## src/hdl/cdad_pkg.sv

```systemverilog
`timescale 1ns / 1ps
// ----------------------------------------------------------------------------
// cdad_pkg
// Shared types, constants and calendar helpers for the date adder.
// ----------------------------------------------------------------------------
package cdad_pkg;

    localparam int YEAR_W  = 16;
    localparam int MONTH_W = 4;
    localparam int DAY_W   = 5;
    localparam int COUNT_W = 16;
    localparam int YMOD_W  = 9;   // year modulo the leap cycle, 0..399

    localparam logic [YEAR_W-1:0]  RESET_YEAR  = 16'd2000;
    localparam logic [MONTH_W-1:0] RESET_MONTH = 4'd1;
    localparam logic [DAY_W-1:0]   RESET_DAY   = 5'd1;
    // 2000 sits at the start of a leap cycle
    localparam logic [YMOD_W-1:0]  RESET_YMOD  = 9'd0;

    localparam logic [MONTH_W-1:0] JANUARY  = 4'd1;
    localparam logic [MONTH_W-1:0] FEBRUARY = 4'd2;
    localparam logic [MONTH_W-1:0] DECEMBER = 4'd12;

    localparam logic [YMOD_W-1:0] LEAP_CYCLE = 9'd400;
    localparam logic [YMOD_W-1:0] CENTURY_1  = 9'd100;
    localparam logic [YMOD_W-1:0] CENTURY_2  = 9'd200;
    localparam logic [YMOD_W-1:0] CENTURY_3  = 9'd300;

    localparam logic [YEAR_W-1:0] YEAR_MAX = 16'hFFFF;

    // Configuration register indexes
    localparam logic [1:0] REG_START_YEAR  = 2'd0;
    localparam logic [1:0] REG_START_MONTH = 2'd1;
    localparam logic [1:0] REG_START_DAY   = 2'd2;

    typedef struct packed {
        logic [YEAR_W-1:0]  year;
        logic [MONTH_W-1:0] month;
        logic [DAY_W-1:0]   day;
    } cdad_date_t;

    typedef struct packed {
        logic               fits;   // remaining days end inside this month
        cdad_date_t         date;   // date after this step
        logic [YMOD_W-1:0]  ymod;   // leap-cycle position after this step
        logic [COUNT_W-1:0] left;   // days still to add after this step
    } cdad_step_t;

    // Leap test from the position inside the 400-year cycle
    function automatic logic is_leap(input logic [YMOD_W-1:0] ymod);
        is_leap = (ymod[1:0] == 2'b00) && (ymod != CENTURY_1) &&
                  (ymod != CENTURY_2) && (ymod != CENTURY_3);
    endfunction

    // Month length; month is expected in 1..12
    function automatic logic [DAY_W-1:0] month_len(input logic [MONTH_W-1:0] month,
                                                   input logic leap);
        logic [DAY_W-1:0] len;
        unique case (month)
            4'd2:    len = leap ? 5'd29 : 5'd28;
            4'd4,
            4'd6,
            4'd9,
            4'd11:   len = 5'd30;
            default: len = 5'd31;
        endcase
        month_len = len;
    endfunction

endpackage

```

## src/hdl/cdad_month_step.sv

```systemverilog
`timescale 1ns / 1ps
// ----------------------------------------------------------------------------
// cdad_month_step
// One step of the date walk: either finish inside the current month or
// move to the first day of the next month, charging the days used.
// ----------------------------------------------------------------------------
module cdad_month_step
    import cdad_pkg::*;
(
    input  cdad_date_t         date,
    input  logic [YMOD_W-1:0]  ymod,
    input  logic [COUNT_W-1:0] left,
    output cdad_step_t         step
);

    logic [DAY_W-1:0]   len;
    logic [COUNT_W:0]   sum;
    logic [DAY_W:0]     used;

    // Compare the target day against the month length
    assign len  = month_len(date.month, is_leap(ymod));
    assign sum  = {1'b0, left} + {{(COUNT_W+1-DAY_W){1'b0}}, date.day};
    assign used = {1'b0, len} - {1'b0, date.day} + {{DAY_W{1'b0}}, 1'b1};

    always_comb
    begin
        step.fits = (sum <= {{(COUNT_W+1-DAY_W){1'b0}}, len});
        step.date = date;
        step.ymod = ymod;
        step.left = left;
        if (step.fits)
        begin
            // Land inside this month
            step.date.day = sum[DAY_W-1:0];
            step.left     = '0;
        end
        else
        begin
            // Advance to day one of the next month
            step.date.day = 5'd1;
            step.left     = left - {{(COUNT_W-DAY_W-1){1'b0}}, used};
            if (date.month >= DECEMBER)
            begin
                step.date.month = JANUARY;
                step.date.year  = date.year + 16'd1;
                if (date.year == YEAR_MAX || ymod == LEAP_CYCLE - 9'd1)
                    step.ymod = '0;
                else
                    step.ymod = ymod + 9'd1;
            end
            else
            begin
                step.date.month = date.month + 4'd1;
            end
        end
    end

endmodule

```

## src/hdl/calendar_date_add_days.sv

```systemverilog
`timescale 1ns / 1ps
// ----------------------------------------------------------------------------
// calendar_date_add_days
// Gregorian date accumulator that adds a day count to a held date.
// ----------------------------------------------------------------------------
// The block holds a date (year, month, day) and adds day_count days to it for
// each input transfer, then presents the new date as one output transfer.
// It walks one month per clock through a shared month-step unit, finishing
// once the output register is free. With restart set the date is first
// reloaded from the start registers: the start year is reduced into the
// 400-year leap cycle by shift-and-subtract, then the start day is clamped
// to the month length. in_ready is high only while no item is in progress; a
// finished date waits in the output register, and a new item can be taken
// meanwhile. The year wraps modulo 65536; configuration writes are always
// accepted and should only be issued while the block is idle.
// ----------------------------------------------------------------------------
module calendar_date_add_days
    import cdad_pkg::*;
(
    input  logic                clk,
    input  logic                rst_n,
    input  logic                cfg_valid,
    output logic                cfg_ready,
    input  logic [1:0]          cfg_index,
    input  logic [YEAR_W-1:0]   cfg_data,
    input  logic                in_valid,
    output logic                in_ready,
    input  logic                restart,
    input  logic [COUNT_W-1:0]  day_count,
    output logic                out_valid,
    input  logic                out_ready,
    output logic [YEAR_W-1:0]   year_out,
    output logic [MONTH_W-1:0]  month_out,
    output logic [DAY_W-1:0]    day_out
);

    localparam logic [1:0] ST_IDLE   = 2'd0;
    localparam logic [1:0] ST_REDUCE = 2'd1;
    localparam logic [1:0] ST_CLAMP  = 2'd2;
    localparam logic [1:0] ST_WALK   = 2'd3;

    logic [1:0]          state_reg,  state_next;
    logic [YEAR_W-1:0]   start_year_reg;
    logic [MONTH_W-1:0]  start_month_reg;
    logic [DAY_W-1:0]    start_day_reg;
    cdad_date_t          cur_reg,    cur_next;
    logic [YEAR_W-1:0]   ymod_reg,   ymod_next;
    logic [COUNT_W-1:0]  left_reg,   left_next;
    logic [2:0]          shift_reg,  shift_next;
    logic                out_valid_reg, out_valid_next;
    cdad_date_t          out_reg,    out_next;

    cdad_step_t          step;
    logic [YEAR_W-1:0]   sub_val;
    logic [DAY_W-1:0]    clamp_len;
    logic                can_emit;

    assign cfg_ready = 1'b1;
    assign in_ready  = (state_reg == ST_IDLE);
    assign out_valid = out_valid_reg;
    assign year_out  = out_reg.year;
    assign month_out = out_reg.month;
    assign day_out   = out_reg.day;

    // Shared month-step unit
    cdad_month_step u_step (
        .date (cur_reg),
        .ymod (ymod_reg[YMOD_W-1:0]),
        .left (left_reg),
        .step (step)
    );

    // Leap-cycle reduction subtrahend and month length for the day clamp
    assign sub_val   = {{(YEAR_W-YMOD_W){1'b0}}, LEAP_CYCLE} << shift_reg;
    assign clamp_len = month_len(cur_reg.month, is_leap(ymod_reg[YMOD_W-1:0]));
    assign can_emit  = !out_valid_reg || out_ready;

    // Configuration registers
    always_ff @(posedge clk or negedge rst_n)
    begin
        if (!rst_n)
        begin
            start_year_reg  <= RESET_YEAR;
            start_month_reg <= RESET_MONTH;
            start_day_reg   <= RESET_DAY;
        end
        else if (cfg_valid && cfg_ready)
        begin
            unique case (cfg_index)
                REG_START_YEAR:  start_year_reg  <= cfg_data;
                REG_START_MONTH: start_month_reg <= cfg_data[MONTH_W-1:0];
                REG_START_DAY:   start_day_reg   <= cfg_data[DAY_W-1:0];
                default:         ;
            endcase
        end
    end

    // Sequencer
    always_comb
    begin
        state_next     = state_reg;
        cur_next       = cur_reg;
        ymod_next      = ymod_reg;
        left_next      = left_reg;
        shift_next     = shift_reg;
        out_valid_next = out_valid_reg && !out_ready;
        out_next       = out_reg;
        unique case (state_reg)
            ST_IDLE:
            begin
                if (in_valid)
                begin
                    left_next = day_count;
                    if (restart)
                    begin
                        // Load the start date, month clamped to 1..12
                        cur_next.year = start_year_reg;
                        cur_next.day  = start_day_reg;
                        if (start_month_reg < JANUARY)
                            cur_next.month = JANUARY;
                        else if (start_month_reg > DECEMBER)
                            cur_next.month = DECEMBER;
                        else
                            cur_next.month = start_month_reg;
                        ymod_next  = start_year_reg;
                        shift_next = 3'd7;
                        state_next = ST_REDUCE;
                    end
                    else
                    begin
                        state_next = ST_WALK;
                    end
                end
            end
            ST_REDUCE:
            begin
                // Drop one shifted multiple of the leap cycle per cycle
                if (ymod_reg >= sub_val)
                    ymod_next = ymod_reg - sub_val;
                shift_next = shift_reg - 3'd1;
                if (shift_reg == 3'd0)
                    state_next = ST_CLAMP;
            end
            ST_CLAMP:
            begin
                // Keep the start day inside the loaded month
                if (cur_reg.day == '0)
                    cur_next.day = 5'd1;
                else if (cur_reg.day > clamp_len)
                    cur_next.day = clamp_len;
                state_next = ST_WALK;
            end
            ST_WALK:
            begin
                if (!step.fits)
                begin
                    cur_next  = step.date;
                    ymod_next = {{(YEAR_W-YMOD_W){1'b0}}, step.ymod};
                    left_next = step.left;
                end
                else if (can_emit)
                begin
                    cur_next       = step.date;
                    left_next      = step.left;
                    out_next       = step.date;
                    out_valid_next = 1'b1;
                    state_next     = ST_IDLE;
                end
            end
            default:
            begin
                state_next = ST_IDLE;
            end
        endcase
    end

    // Control and date state
    always_ff @(posedge clk or negedge rst_n)
    begin
        if (!rst_n)
        begin
            state_reg     <= ST_IDLE;
            out_valid_reg <= 1'b0;
            cur_reg.year  <= RESET_YEAR;
            cur_reg.month <= RESET_MONTH;
            cur_reg.day   <= RESET_DAY;
            ymod_reg      <= {{(YEAR_W-YMOD_W){1'b0}}, RESET_YMOD};
        end
        else
        begin
            state_reg     <= state_next;
            out_valid_reg <= out_valid_next;
            cur_reg       <= cur_next;
            ymod_reg      <= ymod_next;
        end
    end

    // Working payload
    always_ff @(posedge clk)
    begin
        left_reg  <= left_next;
        shift_reg <= shift_next;
        out_reg   <= out_next;
    end

`ifndef SYNTHESIS
    // An accepted item blocks the input until the walk is done
    a_busy_after_accept: assert property (@(posedge clk) disable iff (!rst_n)
        (in_valid && in_ready) |=> !in_ready)
        else $error("input accepted while an item is in progress");

    // Held month stays a real month
    a_month_range: assert property (@(posedge clk) disable iff (!rst_n)
        (cur_reg.month >= JANUARY) && (cur_reg.month <= DECEMBER))
        else $error("month out of range");

    // Leap-cycle position is reduced outside the reduction pass
    a_ymod_range: assert property (@(posedge clk) disable iff (!rst_n)
        (state_reg != ST_REDUCE) |->
        (ymod_reg < {{(YEAR_W-YMOD_W){1'b0}}, LEAP_CYCLE}))
        else $error("leap-cycle position not reduced");

    // Day is valid for its month whenever walking
    a_day_valid: assert property (@(posedge clk) disable iff (!rst_n)
        (state_reg == ST_WALK) |-> (cur_reg.day != '0) && (cur_reg.day <= clamp_len))
        else $error("day outside month during walk");

    // A new result only comes out of the walk
    a_emit_from_walk: assert property (@(posedge clk) disable iff (!rst_n)
        $rose(out_valid_reg) |-> ($past(state_reg) == ST_WALK))
        else $error("result raised outside the walk");
`endif

endmodule

```

## config.mk

```make
export PLATFORM = sky130hd
export DESIGN_NAME = calendar_date_add_days
export DESIGN_NICKNAME = d
export VERILOG_FILES = /design/src/hdl/cdad_pkg.sv /design/src/hdl/cdad_month_step.sv /design/src/hdl/calendar_date_add_days.sv
export SDC_FILE = /design/constraint.sdc
export NUM_CORES = 1
export LEC_CHECK = 0
export ABC_AREA = 1
export BUFFER_PORTS_ARGS = -buffer_cell sky130_fd_sc_hd__buf_2
export CAP_MARGIN = 20
export CORE_UTILIZATION = 47
export DETAILED_ROUTE_END_ITERATION = 12
export PLACE_DENSITY = 0.74
export SLEW_MARGIN = 20
export SYNTH_ARGS = -nofsm -noshare
export SYNTH_HDL_FRONTEND = slang
export SYNTH_SLANG_ARGS = --single-unit
```

## constraint.sdc

```tcl
create_clock -name clk -period 4.75 [get_ports clk]
set_input_delay 1.425 -clock clk [delete_from_list [all_inputs] [get_ports clk]]
set_output_delay 1.425 -clock clk [all_outputs]
set_load 0.02 [all_outputs]
```

=== After elaboration in Yosys (flattened, before gate mapping) ===
Index checks and enable logic that the tools add are counted.

* Word-level logic and storage cells: 125
* Bits in latches: 0
* ROM bits: 0
* Register bits: 113
* Bits in writable memories: 0
* Memories kept: 0

* Mux-type cells: 40
* Shift operators: 1
* Equality and inequality tests: 25
* Reduce and logical (&&, ||, !) cells: 29
* Bitwise operators: 0
* Multipliers: 0
* Div/mod/pow operators: 0
* Add/sub/neg operators: 9
* Magnitude comparators: 6

{| class="wikitable"
|+ Operators with widths
! operator !! number
|-
| 16-bit two-way mux || 9
|-
| 25-bit two-way mux || 4
|-
| 16-bit one-hot mux with 3 select lines || 1
|-
| 20-bit one-hot mux with 2 select lines || 1
|-
| 16-bit one-hot mux with 2 select lines || 1
|-
| 20-bit two-way mux || 1
|-
| 9-bit two-way mux || 2
|-
| 16-bit by 5-bit adder with 17-bit output || 1
|-
| 17-bit by 5-bit less-or-equal comparator with 1-bit output || 1
|-
| 16-bit by 1-bit adder with 16-bit output (second input constant) || 1
|-
| 16-bit == test (second input constant) || 1
|-
| 16-bit >= comparator || 1
|-
| 9-bit by 3-bit left shift with 16-bit output (first input constant) || 1
|-
| 16-bit subtractor || 1
|-
| 16-bit by 6-bit subtractor with 16-bit output || 1
|-
| 5-bit two-way mux || 3
|-
| 5-bit one-hot mux with 3 select lines || 1
|-
| 4-bit two-way mux || 3
|-
| 2-bit inequality test (second input constant) || 6
|-
| 2-bit two-way mux || 5
|-
| 5-bit AND reduction || 2
|-
| 9-bit by 1-bit adder with 9-bit output (second input constant) || 1
|-
| 9-bit == test (second input constant) || 1
|-
| 9-bit by 7-bit inequality test with 1-bit output (second input constant) || 1
|-
| other kinds (35) || 60
|}

=== Logic depth before layout (Yosys ltp) ===
Gate-level depths: netlist (run 1).

* Word-level depth: 13
* Mapped depth: 23

=== Hierarchy ===
From an unflattened synthesis (run 1), not the netlist that was laid out.

* Cell total of the unflattened synthesis: 1,218
* Area total of the unflattened synthesis: 8,729.6 sq um

{| class="wikitable"
|+ Modules (own cells, without submodules)
! module !! seq. area each (sq um) !! instances !! area an instance (sq um) !! cells each
|-
| calendar_date_add_days || 3,067.9 || 1 || 5,785.5 || 654
|-
| cdad_month_step || 0.0 || 1 || 2,944.1 || 564
|}

=== Worst setup path before layout (run 1) ===
Ideal clock, no wire load.

* Path kind: reg-to-reg
* Start: register cur_reg[5] (netlist bit)
* End: register left_reg[14], data pin
* Data arrival time: 3.589 ns
* Required time: 4.489 ns
* Library setup time: 0.261 ns
* Slack: 0.900 ns
* Stages on the path, launching flop included: 22
* Period minus slack after synthesis: 3.850 ns
* Cell sequence: dfstp_2 -> inv_1 -> ha_1 -> o21ai_0 -> a21oi_1 -> a21o_1 -> inv_1 -> ha_1 -> ha_1 -> inv_1 -> fa_1 -> xnor2_1 -> ha_1 -> a21oi_1 -> o21ai_0 -> a21o_1 -> a21oi_1 -> nand2_1 -> nor2_1 -> nand3_1 -> xor2_1 -> o21ai_0

* Cells in the longest elaborated chain, start to end: 10
* Elaborated cells on any way between the ends: 15
* Those cells by class: 3 x add/sub; 1 x order compare; 5 x eq/ne; 5 x mux; 1 x reduce/logical

{| class="wikitable"
|+ Ends and longest elaborated chain
! element !! RTL line !! text
|-
| start: declaration || calendar_date_add_days.sv:46 || <nowiki>cdad_date_t cur_reg, cur_next;</nowiki>
|-
| start signal: assignment || calendar_date_add_days.sv:193 || <nowiki>cur_reg <= cur_next;</nowiki>
|-
| 4-bit by 3-bit == test with 1-bit output or 4-bit == test (tied branches) || cdad_pkg.sv:59 || <nowiki>unique case (month)</nowiki>
|-
| 4-bit OR reduction || cdad_pkg.sv:59 ||
|-
| 2-bit one-hot mux with 2 select lines * || cdad_pkg.sv:59 ||
|-
| 5-bit by 5-bit subtractor with 6-bit output || cdad_month_step.sv:23 || <nowiki>assign used = {1'b0, len} - {1'b0, date.day} + {{DAY_W{1'b0}}, 1'b1};</nowiki>
|-
| 6-bit by 1-bit adder with 6-bit output || cdad_month_step.sv:23 ||
|-
| 16-bit by 6-bit subtractor with 16-bit output || cdad_month_step.sv:41 || <nowiki>step.left = left - {{(COUNT_W-DAY_W-1){1'b0}}, used};</nowiki>
|-
| 16-bit two-way mux || cdad_month_step.sv:31 || <nowiki>if (step.fits)</nowiki>
|-
| 16-bit two-way mux || calendar_date_add_days.sv:161 || <nowiki>else if (can_emit)</nowiki>
|-
| 16-bit two-way mux * || calendar_date_add_days.sv:155 || <nowiki>if (!step.fits)</nowiki>
|-
| 16-bit one-hot mux with 2 select lines * || calendar_date_add_days.sv:108 || <nowiki>unique case (state_reg)</nowiki>
|-
| net left_next[14] || calendar_date_add_days.sv:48 || <nowiki>logic [COUNT_W-1:0] left_reg, left_next;</nowiki>
|-
| end signal: assignment || calendar_date_add_days.sv:201 || <nowiki>left_reg <= left_next;</nowiki>
|-
| end: declaration || calendar_date_add_days.sv:48 ||
|}

The timed path passes the listed nets; every way through them passes the cells marked *. The select of a mux whose other input is x is not followed.
A chain may end at the register's enable or synchronous reset.

=== Worst setup path after layout (run 1) ===
Ends and elaborated chain as after synthesis.

==> results.tsv, run 1 <==
metric	value	unit
cts_htree_levels	4	
hold_depth	2	
ys.flop_type	dfrtp_1	
nets	1245	
cts_resized	0	
synth_enable_flop_cells	44	
cp_max_fo	5	
p_per_area	777.0	mW/mm^2
root_buffer	clkbuf_16	
diodes	0	
synthCells	1091	
antenna_found_initial	0	
timing.fmax	0.2336	GHz
row_count	47	
hold_viol_final	0	
fin_crit	4.281	ns
cp_data_required_time	4.90	ns
cts_buffers	17	
grt_pass1_vias	6731	
yosysMostFrequentCell	nand2_1	
worst_skew_pair.late_latency	0.42	ns
setup_viol	0	
yosysTopAreaCellShare	0.1699	
yosys_register_bits	113	
grt_usage	0.2351	
worstSetupStartpointType	register	
die_h	133.3	um
power	7167	uW
drtIter0Drc	657	
hpwl	14.39	mm
crit_type	reg2reg	
area_delta_synth_final	13.78	%
relSlewSlack	0.3899	
grt_max_degree	70	
dieArea	0.01778	mm^2
largest_reg_flops	25	
fp.coreArea	0.01670	mm^2
wl_per_cell	14.33	um
multi_input_area	0.004456	mm^2
crit_arrival	4.43	ns
netlist_area	0.008107	mm^2
firstDrtPassIters	5	
clock-sinks	113	
dr_total_vias	7281	
peakVddDrop	0.3514	mV
regArea	0.003068	mm^2
status	finished clean	
synth_area_leaders	nand2_1 (17%), dfrtp_1 (16%), edfxtp_1 (16%)	
worst_pin_slew	0.9126	ns
cts_tree	built	
synth.largest_area_cell	nand2_1	
finalCritPeriodShare	0.9012	
hp-class	reg2reg	
crit_path_end_kind	register	
final.setup_skew	0.01083	ns
drc	0	
initial_utilization	0.4854	
grt.overflow.total	0	
antenna_left	0	
setup_tns	0	ns
ios	68	
die_w	133.3	um
grt_pass1_wl	32.95	mm
port_buffers	66	
fin_util	0.5523	
drive_above_1_share	0.1367	
cap_viol_max_count	0	
path_clk_slew	0.06	ns
gp_congestion	0.8913	
n_fill_cell	1558	
routed_via_density	5.265	
cts_buffer_depth	2	
rsz0062_at_grt	no	
cts_hold_buf	0	
ys_async_sr_fraction	0.6106	
yosysSeqAreaShare	0.3785	
p_leak	0.004513	uW
wirelength	19.83	mm
ys_warn_count	0	
worst_r2r_path_depth	21	
yosys-top-cells-count	nand2_1 (367), inv_1 (104), nor2_1 (99)	
post_synth_num_cell_types	50	
report.final.slew_viol_count	0	
syn_avg_cell_area	7.430	um^2
synth_nets	1186	
post_cts_buffers	0	
## per-layer routing
metal	up-vias	wire [um]	global-route usage
li1	3670	-	-
met1	3365	9560	0.3248
met2	217	8854	0.3678
met3	29	1039	0.04490
met4	0	370	0.08333
met5	-	0	0
## placed cells by master (no fill, tap or decap), drive strengths merged, types with 4 or more instances in the layout
cell,n
nand3b,4
mux2,10
nand4,8
nor3,11
xor2,29
nand2,373
nand3,77
clkbuf,23
clkinv,6
nor2,107
o21ai,76
dfstp,16
dfrtp,53
edfxtp,44
a21oi,35
buf,74
or2,4
xnor2,15
inv,107
ha,52
nor4,5
## path summary, 6_finish.rpt
| check | startpoint | end | slack, ns |
|---|---|---|---|
| min in group asynchronous | rst_n | ymod_reg[15] | 1.02 |
| setup / recovery | cur_reg[5] | left_reg[14] | 0.47 |
| max in group asynchronous | rst_n | cur_reg[19] | 3.37 |
| hold reg to reg | start_day_reg[1] | start_day_reg[1] | 0.48 |
| hold / removal | start_day_reg[1] | start_day_reg[1] | 0.48 |
| setup reg to reg | cur_reg[5] | left_reg[14] | 0.47 |
## worst max-delay path: stages (launching register included)
cell	delay, ns
dfstp_2	0.57
inv_1	0.09
ha_1	0.21
nand3_1	0.12
inv_1	0.10
a21o_1	0.20
inv_1	0.09
ha_1	0.15
ha_1	0.16
inv_1	0.06
fa_1	0.40
xnor2_1	0.20
ha_1	0.31
a21oi_1	0.13
o21ai_0	0.15
a21o_1	0.19
a21oi_1	0.19
nand2_1	0.07
nor2_1	0.26
nand3_1	0.13
xor2_1	0.14
o21ai_0	0.08
## layout make-up
class                           count  area share
Clock buffer                       23     0.05304
Sequential cell                   113      0.3326
Clock inverter                      9     0.01384
Timing Repair Buffer               74     0.04368
Tap cell                          220     0.02984
Multi-Input combinational cell    836      0.4830
Inverter                          108     0.04395
## metrics by stage
stage / area, um^2 / instances / hold WS, ns / setup WS [ns]
floorplan: 8107 / 1091 / 0.4533 / 0.9000
global placement: 8605 / 1351 / 0.4790 / 0.6427
detailed placement: 8605 / 1351 / 0.4741 / 0.4722
CTS: 9221 / 1383 / 0.4870 / 0.4543
global route: 9224 / 1383 / 0.5192 / 0.06475
finish: 9224 / 1383 / 0.4842 / 0.4691
## power breakdown
group | internal (uW) | switching [uW]
combinational | 1450 | 2510
clock | 881 | 458
sequential | 1460 | 409
## cells by family after synthesis
logic type | synth area share
AO/OA/AOI/OAI | 0.08983
XOR/XNOR | 0.04754
adder cells (fa/ha/maj) | 0.08767
buffers and inverters | 0.07285
flip-flops | 0.3785
multiplexers | 0.01389
other | 0.0004626
AND/OR/NAND/NOR | 0.3093
Note: power is estimated with default switching activity, not from simulation.
==> inputs of run 2 (changes only) <==
--- a/config.mk
+++ b/config.mk
@@ -8,9 +8,11 @@
 export ABC_AREA = 1
 export BUFFER_PORTS_ARGS = -buffer_cell sky130_fd_sc_hd__buf_2
 export CAP_MARGIN = 20
+export CORE_ASPECT_RATIO = 2
 export CORE_UTILIZATION = 47
 export DETAILED_ROUTE_END_ITERATION = 12
-export PLACE_DENSITY = 0.74
+export PLACE_DENSITY = 0.71
+export REMOVE_ABC_BUFFERS = 1
 export SLEW_MARGIN = 20
 export SYNTH_ARGS = -nofsm -noshare
 export SYNTH_HDL_FRONTEND = slang
==> results.tsv, run 2 (synthesis results as in run 1) <==
metric	value	unit	change
hold_depth	2		unchanged
layout.cells.non_filler	1371		-0.87%
p_per_area	782.0	mW/mm^2	+0.64%
dpl_worst_slack	0.2838	ns	-0.1883 ns
ios	68		unchanged
worst_skew_pair.late_latency	0.43	ns	about the same
finalCritPeriodShare	0.9297		+0.02849
drtIter0Drc	354		-46%
cp_data_required_time	4.90	ns	about the same
area_delta_synth_final	13.01	%	
port_buffers	66		unchanged
peakVddDrop	0.3387	mV	-3.6%
final.setup_skew	0.008336	ns	-0.002491 ns
critPathMostFrequentCell	ha_1		
max_stage_delay	0.57	ns	about the same
crit_type	reg2reg		
crit_arrival	4.56	ns	+0.13 ns
cts_htree_levels	4		unchanged
cp_max_fo	5		unchanged
drc	0		unchanged
power	7164	uW	about the same
die_h	187.7	um	+41%
report.final.slew_viol_count	0		unchanged
whs_endpoint	start_day_reg[0]		
gp_congestion	0.9472		+6.3%
diodes	0		unchanged
drive_above_1_share	0.1409		+0.004178
antenna_left	0		unchanged
layout_setup_ws	0.3338	ns	-0.1353 ns
wl_per_cell	16.17	um	+13%
routed_via_density	5.354		+1.7%
crit_chain	inv_1 > ha_1 > o21ai_0 > a21oi_1 > a21o_1 > inv_1 > ha_1 > ha_1 > inv_1 > fa_1 > ha_1 > a21oi_1 > o21ai_0 > nor2_1 > nor2_1 > nor2_1 > nand3_1 > nor2_2 > nand2_1 > xor2_1 > o21ai_0		
cts_tree	built		
hpwl	16.67	mm	+16%
largest_reg_flops	25		unchanged
firstDrtPassIters	5		unchanged
clock-sinks	113		unchanged
dp.cells	1339		-0.89%
path_clk_slew	0.05	ns	about the same
rrSetupSlack	0.33	ns	-0.14 ns
initial_utilization	0.4811		-0.004289
row_count	67		+43%
root_buffer	clkbuf_16		
post_cts_buffers	0		unchanged
critPathTopFamily	adder cells		
die_w	94.87	um	-29%
worst_pin_slew	1.035	ns	+0.1224 ns
reg2reg_to	left_reg[15]		
fin_crit	4.416	ns	+0.1353 ns
hp-class	reg2reg		
fp.coreArea	0.01685	mm^2	+0.89%
crit_path_end_kind	register		
cp_slowest_cell	dfstp_2		
setup_tns	0	ns	unchanged
p_leak	0.004485	uW	-0.62%
dr_total_vias	7340		+0.81%
hp-start	start_day_reg[0]		
critPathBufInv	3		-1
grt_usage	0.2657		+0.03064
wirelength	22.17	mm	+12%
cts_buffers	17		unchanged
rsz0062_at_grt	no		
grt_pass1_vias	7337		+9.0%
mostFrequentLayoutCell	nand2_1		
timing.fmax	0.2264	GHz	-3.1%
timing.rr.start	cur_reg[5]		
grt.overflow.total	0		unchanged
setup_viol	0		unchanged
relSlewSlack	0.3080		-0.08185
dieArea	0.01781	mm^2	+0.18%
hold_viol_final	0		unchanged
cap_viol_max_count	0		unchanged
worst_r2r_path_depth	21		unchanged
grt_max_degree	39		-44%
worstSetupStartpointType	register		
cts_buffer_depth	2		unchanged
nets	1246		+0.080%
final_cell_mix	nand2_1 (367), inv_1 (104), nor2_1 (95)		
grt_pass1_wl	35.60	mm	+8.0%
antenna_found_initial	0		unchanged
status	finished clean		
[run 2: changes by cell type in the layout (fill, tap and decap cells not counted), moves of 2 or more]
cell,before,now
bufinv_16,3,0
nor2_2,9,11
clkinvlp_4,1,3
clkbuf_1,3,1
buf_4,7,9
clkinv_4,1,3
nor2_1,97,95
[run 2: worst max-delay path by stage]
stage / slack [ns] / startpoint / to / cells past startpoint
floorplan: 0.68 / cur_reg[7] / day_out[0] / 16
global placement: 0.42 / cur_reg[5] / left_reg[12] / 21
detailed placement: 0.28 / cur_reg[5] / left_reg[14] / 21
CTS: 0.29 / cur_reg[5] / left_reg[14] / 21
global route: 0.05 / cur_reg[5] / left_reg[15] / 21
finish: 0.33 / cur_reg[5] / left_reg[15] / 21
[run 2: tightest hold or removal path: stages, from the launching register on]
cell and delay [ns]:
dfstp_2 0.37, nand2_1 0.05, o21ai_0 0.07
[run 2: layout make-up]
class                           count  area [um^2]
Timing Repair Buffer               75        397.9
Fill cell                        1643         7689
Inverter                          108        405.4
Clock inverter                     11        77.57
Multi-Input combinational cell    836         4461
Sequential cell                   113         3068
Clock buffer                       21        493.0
Tap cell                          207        259.0
[run 2: through the flow]
step                hold slack [ns]  utilization  instance area (um^2)
floorplan                    0.4533            -                  7921
global placement             0.4670       0.5094                  8583
detailed placement           0.4751       0.5094                  8583
CTS                          0.4895       0.5433                  9154
global route                 0.5186       0.5437                  9161
finish                       0.4899       0.5437                  9161
[run 2: metal layers]
metal  track usage  vias to the layer above  share of wire
met2        0.4978                      212           0.55
met4        0.1818                        0          0.064
met5             0                        -              0
met3       0.03650                       83          0.039
met1        0.2553                     3394           0.35
li1              -                     3651              -
[run 2: report_power, final]
group	leakage [uW]	total (uW)	internal, uW	switching (uW)
logic	0.00298	4050	1460	2590
registers	0.00123	1880	1460	419
clock network	0.000275	1240	742	496
[run 2: repair_timing]
action,CTS,global route
gates resized for setup,0,2
endpoints found under the setup margin,0,4
hold buffers,0,0
